`src/rtl/dpcr_pkg.sv`:
```
`timescale 1ns / 1ps
// Shared types, constants and helpers for the disc pair collision core.
package dpcr_pkg;

    localparam int FRAC_BITS  = 4;
    localparam int GUARD_BITS = 8;
    localparam int POS_W      = 16;
    localparam int RAD_W      = 8;
    localparam int MASS_W     = 8;

    // On a collision |dx| and |dy| stay below (2*255) << FRAC_BITS.
    localparam int DX_W   = 14;
    localparam int DIFF_W = POS_W + 1;
    localparam int SQR_W  = 2 * DIFF_W;
    localparam int DOT_W  = 32;
    localparam int D2_W   = 26;
    localparam int RSUM_W = RAD_W + 1;
    localparam int MSUM_W = MASS_W + 1;
    localparam int RQ_W   = RSUM_W + FRAC_BITS;

    localparam int SQ_IN_W  = D2_W + 2 * GUARD_BITS;
    localparam int SQ_OUT_W = SQ_IN_W / 2;
    localparam int SQ_LAT   = SQ_OUT_W;

    localparam int TV_W  = DOT_W + DX_W;
    localparam int PR_W  = SQ_OUT_W + RAD_W;
    localparam int NUM_DIV = 8;

    localparam int DIV_NW = 53;
    localparam int DIV_DW = 35;
    localparam int DIV_QB = 20;

    localparam int SUM_W    = DIV_QB + 2;
    localparam int PIPE_LAT = 3 + SQ_LAT + 3 + DIV_QB + 1;

    typedef logic signed [POS_W-1:0] q_t;

    typedef struct packed {
        q_t               first_x;
        q_t               first_y;
        q_t               first_vx;
        q_t               first_vy;
        logic [RAD_W-1:0]  first_radius;
        logic [MASS_W-1:0] first_mass;
        q_t               second_x;
        q_t               second_y;
        q_t               second_vx;
        q_t               second_vy;
        logic [RAD_W-1:0]  second_radius;
        logic [MASS_W-1:0] second_mass;
    } pair_in_t;

    typedef struct packed {
        logic collided;
        q_t   new_first_x;
        q_t   new_first_y;
        q_t   new_first_vx;
        q_t   new_first_vy;
        q_t   new_second_x;
        q_t   new_second_y;
        q_t   new_second_vx;
        q_t   new_second_vy;
    } pair_out_t;

    // Per-item context carried alongside the arithmetic units.
    typedef struct packed {
        pair_in_t                 disc;
        logic signed [DX_W-1:0]   dx;
        logic signed [DX_W-1:0]   dy;
        logic signed [DOT_W-1:0]  dot;
        logic [D2_W-1:0]          d2;
        logic [MASS_W-1:0]        m1;
        logic [MASS_W-1:0]        m2;
        logic [MSUM_W-1:0]        msum;
        logic [RSUM_W-1:0]        rsum;
        logic                     hit;
    } ctx_t;

    function automatic q_t sat16(input logic signed [SUM_W-1:0] v);
        logic signed [SUM_W-1:0] hi;
        logic signed [SUM_W-1:0] lo;
        hi = SUM_W'(32767);
        lo = -SUM_W'(32768);
        if (v > hi) begin
            return q_t'(hi);
        end
        if (v < lo) begin
            return q_t'(lo);
        end
        return v[POS_W-1:0];
    endfunction

endpackage

```
`src/rtl/dpcr_div.sv`:
```
`timescale 1ns / 1ps
// Pipelined restoring divider, one quotient bit per stage, sign carried along.
module dpcr_div
    import dpcr_pkg::*;
(
    input  logic              clk,
    input  logic              en,
    input  logic [DIV_NW-1:0] num,
    input  logic [DIV_DW-1:0] den,
    input  logic              neg,
    output logic [DIV_QB-1:0] quo,
    output logic              quo_neg
);

    localparam int W = DIV_DW + DIV_QB;

    logic [DIV_NW-1:0] rem_reg [DIV_QB];
    logic [DIV_DW-1:0] den_reg [DIV_QB];
    logic [DIV_QB-1:0] q_reg   [DIV_QB];
    logic              neg_reg [DIV_QB];

    for (genvar i = 0; i < DIV_QB; i++) begin : g_stage
        localparam int B = DIV_QB - 1 - i;
        logic [DIV_NW-1:0] rem_in;
        logic [DIV_DW-1:0] den_in;
        logic [DIV_QB-1:0] q_in;
        logic              neg_in;
        logic [W-1:0]      rem_ext;
        logic [W-1:0]      dsh;
        logic [W-1:0]      diff;
        logic [DIV_NW-1:0] rem_next;
        logic [DIV_QB-1:0] q_next;

        if (i == 0) begin : g_first
            assign rem_in = num;
            assign den_in = den;
            assign q_in   = '0;
            assign neg_in = neg;
        end
        else begin : g_rest
            assign rem_in = rem_reg[i-1];
            assign den_in = den_reg[i-1];
            assign q_in   = q_reg[i-1];
            assign neg_in = neg_reg[i-1];
        end

        always_comb
        begin
            rem_ext = {{(W-DIV_NW){1'b0}}, rem_in};
            dsh     = {{(W-DIV_DW){1'b0}}, den_in} << B;
            diff    = rem_ext - dsh;
            q_next  = q_in;
            if (rem_ext >= dsh)
            begin
                rem_next  = diff[DIV_NW-1:0];
                q_next[B] = 1'b1;
            end
            else
            begin
                rem_next = rem_in;
            end
        end

        always_ff @(posedge clk)
        begin
            if (en)
            begin
                rem_reg[i] <= rem_next;
                den_reg[i] <= den_in;
                q_reg[i]   <= q_next;
                neg_reg[i] <= neg_in;
            end
        end
    end

    assign quo     = q_reg[DIV_QB-1];
    assign quo_neg = neg_reg[DIV_QB-1];

endmodule

```
`config.mk`:
```
export PLATFORM = sky130hd
export DESIGN_NAME = dpcr_div
export DESIGN_NICKNAME = d
export VERILOG_FILES = /design/src/rtl/dpcr_pkg.sv /design/src/rtl/dpcr_div.sv
export SDC_FILE = /design/constraint.sdc
export NUM_CORES = 2
export LEC_CHECK = 0
export BUFFER_PORTS_ARGS = -buffer_cell sky130_fd_sc_hd__buf_2
export CORE_MARGIN = 1
export CORE_UTILIZATION = 60
export CTS_BUF_LIST = sky130_fd_sc_hd__clkbuf_16
export CTS_CLUSTER_SIZE = 28
export DETAILED_ROUTE_END_ITERATION = 16
export PLACE_DENSITY = 0.76
export SLEW_MARGIN = 30
export SYNTH_ARGS = -nofsm -noshare
export SYNTH_HDL_FRONTEND = slang
export SYNTH_SLANG_ARGS = --single-unit
```
`constraint.sdc`:
```
create_clock -name clk -period 7.8 [get_ports clk]
set_input_delay 0 -clock clk [delete_from_list [all_inputs] [get_ports clk]]
set_output_delay 0 -clock clk [all_outputs]
set_load 0.05 [all_outputs]
```
==> impl_results.md <==
- Outcome: complete, no violations
- Critical path class: flip-flop to flip-flop
- Power Dens Cells: 379 mW/mm2
- WHS Path Cells: 4
- Critical Path Slowest Stage Cell: a2111oi_1
- Post-synthesis net count: 10,500
- Primary FF master, synth: edfxtp_1
- Reg2Reg Depth: 15
- Pin count of the biggest net entering global routing: 193
- Sinks on Clock Net: 1,902
- Starting Density: 60.4%
- Die area: 0.179 mm2
- DP Wirelength: 214,000 um
- Lkg Pwr: 47.1 nW
- Fin Setup TNS: 0 ns
- Post-synth EDFFs: 1,902
- Number of H-tree levels: 4
- Peak supply drop: 0.249 mV
- Slew headroom: 29.7%
- Die width: 423 um
- Reg2Reg Setup Slack: 2.41 ns
- I/O pin count: 112
- Post-synth top area share: 53.7%
- # port buffers: 111
- Seq/Total Area, Yosys: 53.7%
- Count leader, synth: edfxtp_1
- Final Slew Violations: 0
- Netlist cell types: 96
- DRT iter0 DRCs: 7,821
- Layout cell share with drive strength beyond 1: 6.76%
- Longest Clk Path Bufs: 3
- Max Fclk: 186 MHz
- Area Growth Syn to Fin: 11.0%
- Tmin final: 5.39 ns
- Routability Congestion: 0.978
- Crit path DAT: 5.99 ns
- Startpoint types: flip-flop
- Core Region: 0.176 mm2
- Tcrit/Tclk final: 69.1%
- Max FFs per register: 1,007
- WL final: 284,000 um
- Synthesized area per cell: 11.0 um2
- Design Area, Final: 0.118 mm2
- Worst-path clk slew: 0.06 ns
- Synth cell count leaders: 1,902 x edfxtp_1, 904 x a21oi_1, 851 x inv_1
- Pre-antenna DRT Iters: 8
- Row cnt: 154
- Crit Reg-Reg Endpoint: rem_reg[7][5]$_DFFE_PP_
- Flops & latches, synth: 1,902
- Total power draw: 44.7 mW
- Hold EP: rem_reg[0][19]$_DFFE_PP_
- Worst-path cell chain: inv_1 > ha_1 > inv_1 > fa_1 > a211oi_1 > o21ai_0 > o311ai_1 > nand2_1 > a2111oi_1 > nor4_1 > a21oi_4 > buf_12 > inv_1 > nor2_1 > a21oi_1
- TritonCTS clock tree: built
- Total CTS buffers: 196
- Hold Vio Cnt, Final: 0
- Endpoints failing setup: 0
- Unrepaired setup endpoints after global routing: false
- Detailed-route via count: 76,400
- Main area contributors after synthesis: edfxtp_1 54%, ha_1 8.2%, a21oi_1 4.3%
- Crit-path most repeated cell: inv_1
- Area leader, netlist: edfxtp_1
- Clk_lat worst skew: 0.88 ns
- Max incr delay on CP: 0.98 ns
- Mapped cell area: 0.106 mm2
- Total of max-cap violations: 0
- Hold_sp: num[19]
- Post-CTS resize count: 0
- Clock Skew: 0.0690 ns
- Setup crit end kind: flip-flop
- Initial antenna violation count: 8
- Synth warn: 0
- Crit Reg-Reg Startpoint: rem_reg[6][58]$_DFFE_PP_
- Hold WC Path Type: input port to flip-flop
- DR WL/cell: 22.8 um
- Vias in the first global route: 73,900
- Asr flop ratio synth: 0%
- Global route overflow: 0
- Worst-Margin Slew: 1.05 ns
- Synthesized instance count: 9,666
- Tot GR Track Use: 31.2%
- DRC viols: 0
- First-pass GRT wire length: 429,000 um
- NumNets Final: 10,700
- Req. time, crit path: 8.41 ns
- Post-DRT Antenna Nets: 0
- Vias/cell: 6.15
- CP Launch Point: rem_reg[6][58]$_DFFE_PP_
- Die Span Y: 423 um
- CP Max Fanout: 39
- Root Buffer: clkbuf_16
- Cell area after placement: 0.109 mm2
==> timing repair <==
item / in CTS / in global routing
hold buffers: 190 / 0
setup buffers: 0 / 0
endpoints found under the hold margin: 204 / 0
==> cell families after synthesis <==
logic type      Yosys count  synth area share, %
flops                  1902                 53.7
compound gates         2584                 15.0
mux                     153                 1.66
xor+xnor                713                 5.87
simple gates           2465                 11.1
buf+inv                1131                 4.06
fa+ha+maj               718                 8.58
==> metal layers <==
metal	GRT usage, %	vias to the layer above	part of all wire (%)
li1	-	36000	-
met1	40.5	36700	41
met2	51.5	3004	47
met3	4.40	675	6.9
met4	15.4	4	5.4
met5	0	-	0.0081
==> where the power goes <==
group / switching [mW] / internal (mW) / total (mW)
sequential: 1.90 / 14.7 / 16.5
combinational: 10.8 / 7.53 / 18.4
clock: 4.12 / 5.70 / 9.82
==> worst max-delay path, delay by kind of cell, from the launching register on <==
kind	cells	cell delay [ns]
flip-flops	1	0.40
adder cells (fa/ha/maj)	2	0.59
buffers and inverters	4	0.56
AND/OR/NAND/NOR	3	0.65
AO/OA/AOI/OAI	6	2.88
==> area by class of cell <==
cell class	count	area, um2
inverter	853	3200
clock buffer	197	4930
timing repair buffer	343	2920
fill	13200	58000
tap	2340	2930
sequential	1902	57100
antenna	3	7.51
clock inverter	160	1890
multi-input combinational	6633	45100
==> metrics by stage <==
stage	utilization [%]	std cells	setup WS (ns)	hold WS, ns
6_report	67.1	12400	2.41	0.0723
5_1_grt	67.1	12400	2.16	0.0694
4_1_cts	67.0	12400	2.54	0.00540
3_5_place_dp	62.1	11900	2.60	0.200
3_3_place_gp	62.0	11900	2.14	0.197
2_1_floorplan	-	9666	4.05	0.0989
==> worst max-delay path by stage <==
stage / endpoint / depth (start not counted)
floorplan: rem_reg[1][23]$_DFFE_PP_ / 15
global placement: rem_reg[7][5]$_DFFE_PP_ / 15
detailed placement: rem_reg[7][5]$_DFFE_PP_ / 15
CTS: rem_reg[7][5]$_DFFE_PP_ / 15
global route: rem_reg[7][48]$_DFFE_PP_ / 15
finish: rem_reg[7][5]$_DFFE_PP_ / 15
==> layout by cell type (no fill, tap or decap), types with 74 or more instances in the layout <==
master,count
o21a_1,75
nor4_1,91
a31oi_1,74
o21ai_0,585
nand3_1,189
a21oi_1,901
ha_1,699
xor2_1,318
nand4_1,129
xnor2_1,395
nor2b_1,109
inv_1,873
nor2_1,662
dlygate4sd3_1,190
nand2b_1,113
mux2_2,133
a21o_1,405
buf_2,110
nor3_1,139
clkbuf_16,197
edfxtp_1,1902
nand2_1,731
Note: power is estimated with default switching activity, not from simulation.
