File: src/rtl/dpcr_pkg.sv
`timescale 1ns / 1ps
// Shared types, constants and helpers for the disc pair collision core.
package dpcr_pkg;

    localparam int FRAC_BITS  = 4;
    localparam int GUARD_BITS = 8;
    localparam int POS_W      = 16;
    localparam int RAD_W      = 8;
    localparam int MASS_W     = 8;

    // On a collision |dx| and |dy| stay below (2*255) << FRAC_BITS.
    localparam int DX_W   = 14;
    localparam int DIFF_W = POS_W + 1;
    localparam int SQR_W  = 2 * DIFF_W;
    localparam int DOT_W  = 32;
    localparam int D2_W   = 26;
    localparam int RSUM_W = RAD_W + 1;
    localparam int MSUM_W = MASS_W + 1;
    localparam int RQ_W   = RSUM_W + FRAC_BITS;

    localparam int SQ_IN_W  = D2_W + 2 * GUARD_BITS;
    localparam int SQ_OUT_W = SQ_IN_W / 2;
    localparam int SQ_LAT   = SQ_OUT_W;

    localparam int TV_W  = DOT_W + DX_W;
    localparam int PR_W  = SQ_OUT_W + RAD_W;
    localparam int NUM_DIV = 8;

    localparam int DIV_NW = 53;
    localparam int DIV_DW = 35;
    localparam int DIV_QB = 20;

    localparam int SUM_W    = DIV_QB + 2;
    localparam int PIPE_LAT = 3 + SQ_LAT + 3 + DIV_QB + 1;

    typedef logic signed [POS_W-1:0] q_t;

    typedef struct packed {
        q_t               first_x;
        q_t               first_y;
        q_t               first_vx;
        q_t               first_vy;
        logic [RAD_W-1:0]  first_radius;
        logic [MASS_W-1:0] first_mass;
        q_t               second_x;
        q_t               second_y;
        q_t               second_vx;
        q_t               second_vy;
        logic [RAD_W-1:0]  second_radius;
        logic [MASS_W-1:0] second_mass;
    } pair_in_t;

    typedef struct packed {
        logic collided;
        q_t   new_first_x;
        q_t   new_first_y;
        q_t   new_first_vx;
        q_t   new_first_vy;
        q_t   new_second_x;
        q_t   new_second_y;
        q_t   new_second_vx;
        q_t   new_second_vy;
    } pair_out_t;

    // Per-item context carried alongside the arithmetic units.
    typedef struct packed {
        pair_in_t                 disc;
        logic signed [DX_W-1:0]   dx;
        logic signed [DX_W-1:0]   dy;
        logic signed [DOT_W-1:0]  dot;
        logic [D2_W-1:0]          d2;
        logic [MASS_W-1:0]        m1;
        logic [MASS_W-1:0]        m2;
        logic [MSUM_W-1:0]        msum;
        logic [RSUM_W-1:0]        rsum;
        logic                     hit;
    } ctx_t;

    function automatic q_t sat16(input logic signed [SUM_W-1:0] v);
        logic signed [SUM_W-1:0] hi;
        logic signed [SUM_W-1:0] lo;
        hi = SUM_W'(32767);
        lo = -SUM_W'(32768);
        if (v > hi) begin
            return q_t'(hi);
        end
        if (v < lo) begin
            return q_t'(lo);
        end
        return v[POS_W-1:0];
    endfunction

endpackage

File: src/rtl/dpcr_sqrt.sv
`timescale 1ns / 1ps
// Pipelined integer square root, one result bit per stage.
module dpcr_sqrt
    import dpcr_pkg::*;
(
    input  logic                clk,
    input  logic                en,
    input  logic [SQ_IN_W-1:0]  rad,
    output logic [SQ_OUT_W-1:0] root
);

    localparam int W = SQ_IN_W + 1;

    logic [W-1:0] v_reg   [SQ_LAT];
    logic [W-1:0] res_reg [SQ_LAT];

    for (genvar i = 0; i < SQ_LAT; i++) begin : g_stage
        localparam logic [W-1:0] BIT = {{(W-1){1'b0}}, 1'b1} << (SQ_IN_W - 2 - 2 * i);
        logic [W-1:0] v_in;
        logic [W-1:0] res_in;
        logic [W-1:0] trial;
        logic [W-1:0] v_next;
        logic [W-1:0] res_next;

        if (i == 0) begin : g_first
            assign v_in   = {1'b0, rad};
            assign res_in = '0;
        end
        else begin : g_rest
            assign v_in   = v_reg[i-1];
            assign res_in = res_reg[i-1];
        end

        always_comb
        begin
            trial = res_in + BIT;
            if (v_in >= trial)
            begin
                v_next   = v_in - trial;
                res_next = (res_in >> 1) + BIT;
            end
            else
            begin
                v_next   = v_in;
                res_next = res_in >> 1;
            end
        end

        always_ff @(posedge clk)
        begin
            if (en)
            begin
                v_reg[i]   <= v_next;
                res_reg[i] <= res_next;
            end
        end
    end

    assign root = res_reg[SQ_LAT-1][SQ_OUT_W-1:0];

endmodule

File: config.mk
export PLATFORM = sky130hd
export DESIGN_NAME = dpcr_sqrt
export DESIGN_NICKNAME = d
export VERILOG_FILES = /design/src/rtl/dpcr_pkg.sv /design/src/rtl/dpcr_sqrt.sv
export SDC_FILE = /design/constraint.sdc
export NUM_CORES = 2
export LEC_CHECK = 0
export BUFFER_PORTS_ARGS = -buffer_cell sky130_fd_sc_hd__buf_2
export CAP_MARGIN = 20
export CORE_MARGIN = 4
export CORE_UTILIZATION = 30
export CTS_CLUSTER_DIAMETER = 150
export DETAILED_ROUTE_END_ITERATION = 8
export GPL_TIMING_DRIVEN = 0
export PLACE_DENSITY_LB_ADDON = 0.15
export RECOVER_POWER = 100
export SKIP_LAST_GASP = 1
export SYNTH_ARGS = -nofsm -noshare
export SYNTH_HDL_FRONTEND = slang
export SYNTH_SLANG_ARGS = --single-unit
File: constraint.sdc
create_clock -name clk -period 3.3 [get_ports clk]
set_input_delay 0.165 -clock clk [delete_from_list [all_inputs] [get_ports clk]]
set_output_delay 0.165 -clock clk [all_outputs]
set_load 0.005 [all_outputs]
==> results.txt <==
The core region is 171700 sq um. The finished cells cover 60780 sq um. The global-route wire length before repair came out at 188400 microns.

The worst setup path is launched from a register. The reported net switching power came out at 10.52 mW. Dividing the detail-routed wire length by the instance count gives 17.99 microns. The number of buffers inserted during clock tree synthesis came out at 118. Before CTS, the worst setup slack after placement is -852.2 ps. The leakage power figure is 22.29 nW. After global routing the overflow that remains totals 0. The number of routed nets with antenna violations came out at 0. From left edge to right edge, the die measures 423.8 microns. The clock network burns approximately a third of the power. TritonCTS built the clock tree. During I/O placement, the number of pins put on the boundary was 65.

The highest fanout seen on the critical path came out at 9. The post-route netlist has 11.14% of its cells at a drive strength greater than 1. The min-delay analysis places its worst path in the category input pin to register. The flip-flop and latch count after synthesis is around 1100. The routing usage on met2 is 25.37%. The number of flip-flops under the largest register name is between 800 and 900.

The depth of the CTS H-tree is 3. The global router's overall resource usage is 13.33%. The number of placement rows came out at 152. The share of total power in combinational logic is 17.0%. For this run, the top clock speed supported by timing is slightly above 300 MHz.

The count of unique library cells instantiated by Yosys came out at 88. The footprint of the flip-flops and latches came out at 32760 sq um. The number of global-route vias before repair came out at 32690. The power density over the cells is 630.6 nW/um^2.

The HPWL after detailed placement is between 80000 and 90000 microns. The sequential-to-total area share from yosys stat came out at 63.17%. The number of max-cap violations is 2. The first-pass detailed-route iteration total came out at 5.

Dividing the detail-routed via count by the number of cells gives 4.695. The combined area of the multi-input logic cells is 18530 sq um. In this run, placement finished with an instance count of 6428. The clock-pin slew reported for the worst setup and hold paths after clock tree synthesis came out at 60 ps.

The final period demand of the worst path is 3245 ps. The normalized max-slew margin is -53.79%. The final critical-path setup slack came out at 55.43 ps. Setup total negative slack on the finished layout was measured at 0 ps. The worst setup path is captured at a register. The global-route track usage on met1 came out at 14.87%. The transition time at the pin with the least slew margin came out at approximately 2300 ps. The internal power contribution came out at 27.81 mW. The final wirelength is 121000 microns. The cell area after synthesis is 51860 sq um. The pin count of the biggest net entering global routing came out at between 150 and 200. Routability-driven placement finished with a final weighted congestion of 0.8529.

The utilization after layout is between 30% and 40%. The endpoint required time on the critical path came out at 3750 ps. Global routing used 2.053% of the available met3 tracks. The number of antenna violations at the first check in global routing is 3. The total of warnings raised by yosys came out at 0. The number of design-rule violations left by the first detailed-router iteration is 1769.

The sequential cell fraction of total power is 48.3%. The number of clock sinks is 1091. The arrival time reported for the critical path endpoint came out at approximately 3700 ps.

The count of flip-flops with a built-in enable after synthesis is 1091. The tree is rooted in a sky130_fd_sc_hd__clkbuf_16. The total via count in the routed design is 31590. The synthesized netlist cell count came out at 4045.

The net count of the mapped netlist is 4337. Each instance of the synthesized netlist takes up on average 12.82 sq um. The layer flagged by global routing as most heavily used is met2. The effective utilization at floorplan came out at 30.20%.

The checks that failed: max-capacitance violations, max-slew violations. The flow ran to the end, but the final reports show violations. On the critical path, the stage with the largest delay is an instance of sky130_fd_sc_hd__or4_1. Dividing the final minimum period by the clock period gives ~100%.

The number of endpoints with negative hold slack in the final report came out at 0. The die footprint came out at 179600 sq um. Counting the fill cells in the layout gives 16700. Hold is met by about 100 ps. The total power after layout came out at 38.33 mW. The final instance count without filler cells came out at 6728.

The net count of the finished layout is 4610. In the routed design, unresolved DRC markers number 0. The share of flip-flops with an asynchronous set or reset came out at 0%. The peak supply drop came out at 0.4814 mV. The worst setup path is of the register to register kind. The predominant post-synthesis flop cell is sky130_fd_sc_hd__edfxtp_1.

In this run the tool buffered the top-level ports with 64 buffer cells. Setup repair after global routing could not meet its margin everywhere. The largest single stage delay on the critical path is 430 ps. The number of endpoints failing setup at the final stage came out at 0.

The standard cell area after detailed placement is ~55000 sq um. The deepest clock path buffer count is 3. Traced cell by cell, the critical path runs through ha_1 -> buf_4 -> nand4_1 -> nor3b_4 -> nand4_1 -> o211ai_1 -> buf_4 -> a31oi_4 -> or3_4 -> or4_1 -> xnor2_1. The clock arrives with 57.32 ps of skew. The synthesis-to-layout area growth came out at 17.21%. Of the total power, the share spent switching nets is 27.45%. The floorplan die height is 423.8 microns. The number of pins exceeding their max-slew limit in the final report came out at around 450. The clock latency at the later pin of the worst-skew pair came out at about 750 ps.
==> power groups by stage <==
stage | sequential (mW) | combinational [mW] | clock, mW
after floorplan | 18.3 | 4.49 | 0
after global placement | 19.3 | 6.10 | 0
after detailed placement | 18.8 | 6.14 | 0
after CTS | 18.5 | 6.39 | 13.8
after global routing | 18.7 | 7.27 | 14.4
final | 18.5 | 6.51 | 13.3
==> worst max-delay path, delay by kind of cell (launching register included) <==
kind	cells	cell delay (ps)
AND/OR/NAND/NOR	5	1480
flip-flops	1	420
adder cells (fa/ha/maj)	1	310
buffers and inverters	2	310
AO/OA/AOI/OAI	2	260
XOR/XNOR	1	150
==> layout by cell type (no fill, tap or decap), types with 52 or more instances in the layout <==
cell type and n:
sky130_fd_sc_hd__o21ai_0 194, sky130_fd_sc_hd__nor4_1 112, sky130_fd_sc_hd__nor2_1 215, sky130_fd_sc_hd__a21o_1 80, sky130_fd_sc_hd__xnor2_1 207, sky130_fd_sc_hd__nand2_1 285, sky130_fd_sc_hd__buf_2 52, sky130_fd_sc_hd__nor3_1 114
sky130_fd_sc_hd__nand2b_1 53, sky130_fd_sc_hd__clkbuf_16 118, sky130_fd_sc_hd__nand4_1 52, sky130_fd_sc_hd__ha_1 229, sky130_fd_sc_hd__clkbuf_1 55, sky130_fd_sc_hd__nand3_1 61, sky130_fd_sc_hd__xor2_1 165, sky130_fd_sc_hd__inv_1 308
sky130_fd_sc_hd__a21oi_1 187, sky130_fd_sc_hd__edfxtp_1 1091
==> cell families after synthesis <==
group	synth area share [%]
AO/OA/AOI/OAI	8.676
XOR/XNOR	6.282
adder cells (fa/ha/maj)	5.983
buffers and inverters	2.731
flip-flops	63.17
multiplexers	0.8589
other	0.007231
AND/OR/NAND/NOR	12.29
==> timing repair <==
action                     in CTS  in global routing
setup endpoints to repair     330                348
pin swaps                      19                 27
setup buffers                  18                 24
hold endpoints to repair      145                  0
gates cloned                    0                  2
hold buffers                   44                  0
resized for setup             112                101
==> path summary, 6_finish.rpt <==
path                     start            to  slack (ps)  cells past startpoint
hold / removal         rad[31]  v_reg[0][31]         100                      2
hold reg to reg   v_reg[3][63]  v_reg[4][20]         420                      0
setup reg to reg  v_reg[9][20]  v_reg[9][79]          60                     11
setup / recovery  v_reg[9][20]  v_reg[9][79]          60                     11
==> cell type report <==
cell class / instances / share of cell area (%)
repair buffers: 160 / 2.025
well taps: 2310 / 4.755
plain buffers: 54 / 0.4611
flip-flops and latches: 1091 / 53.90
inverters: 311 / 1.921
diodes: 2 / 0.008234
clock buffers: 135 / 4.963
multi-input cells: 2582 / 30.48
clock inverters: 83 / 1.490
==> metal layers <==
metal,up-vias,part of all wire (%)
met4,2,3.9
met5,-,0.011
li1,15710,-
met3,237,2.7
met1,15210,40
met2,427,53
==> synth_stat cells (28+ instances only) <==
cell / instances / share of area, %
sky130_fd_sc_hd__nor2b_1: 43 / 0.52
sky130_fd_sc_hd__edfxtp_1: 1091 / 63
sky130_fd_sc_hd__xnor2_1: 207 / 3.5
sky130_fd_sc_hd__xor2_1: 165 / 2.8
sky130_fd_sc_hd__o21ai_0: 202 / 1.9
sky130_fd_sc_hd__or4_1: 30 / 0.43
sky130_fd_sc_hd__nand3_1: 65 / 0.63
sky130_fd_sc_hd__or3_1: 44 / 0.53
sky130_fd_sc_hd__a21oi_1: 194 / 1.9
sky130_fd_sc_hd__ha_1: 248 / 6.0
sky130_fd_sc_hd__nor3_1: 126 / 1.2
sky130_fd_sc_hd__mux2_2: 28 / 0.61
sky130_fd_sc_hd__o21a_1: 50 / 0.72
sky130_fd_sc_hd__nor2_1: 220 / 1.6
sky130_fd_sc_hd__nand4_1: 52 / 0.63
sky130_fd_sc_hd__inv_1: 308 / 2.2
sky130_fd_sc_hd__clkbuf_1: 47 / 0.34
sky130_fd_sc_hd__a21o_1: 80 / 1.2
sky130_fd_sc_hd__nor4_1: 132 / 1.6
sky130_fd_sc_hd__nand2_1: 289 / 2.1
sky130_fd_sc_hd__nand2b_1: 53 / 0.64
(Power assumes the default switching activity.)
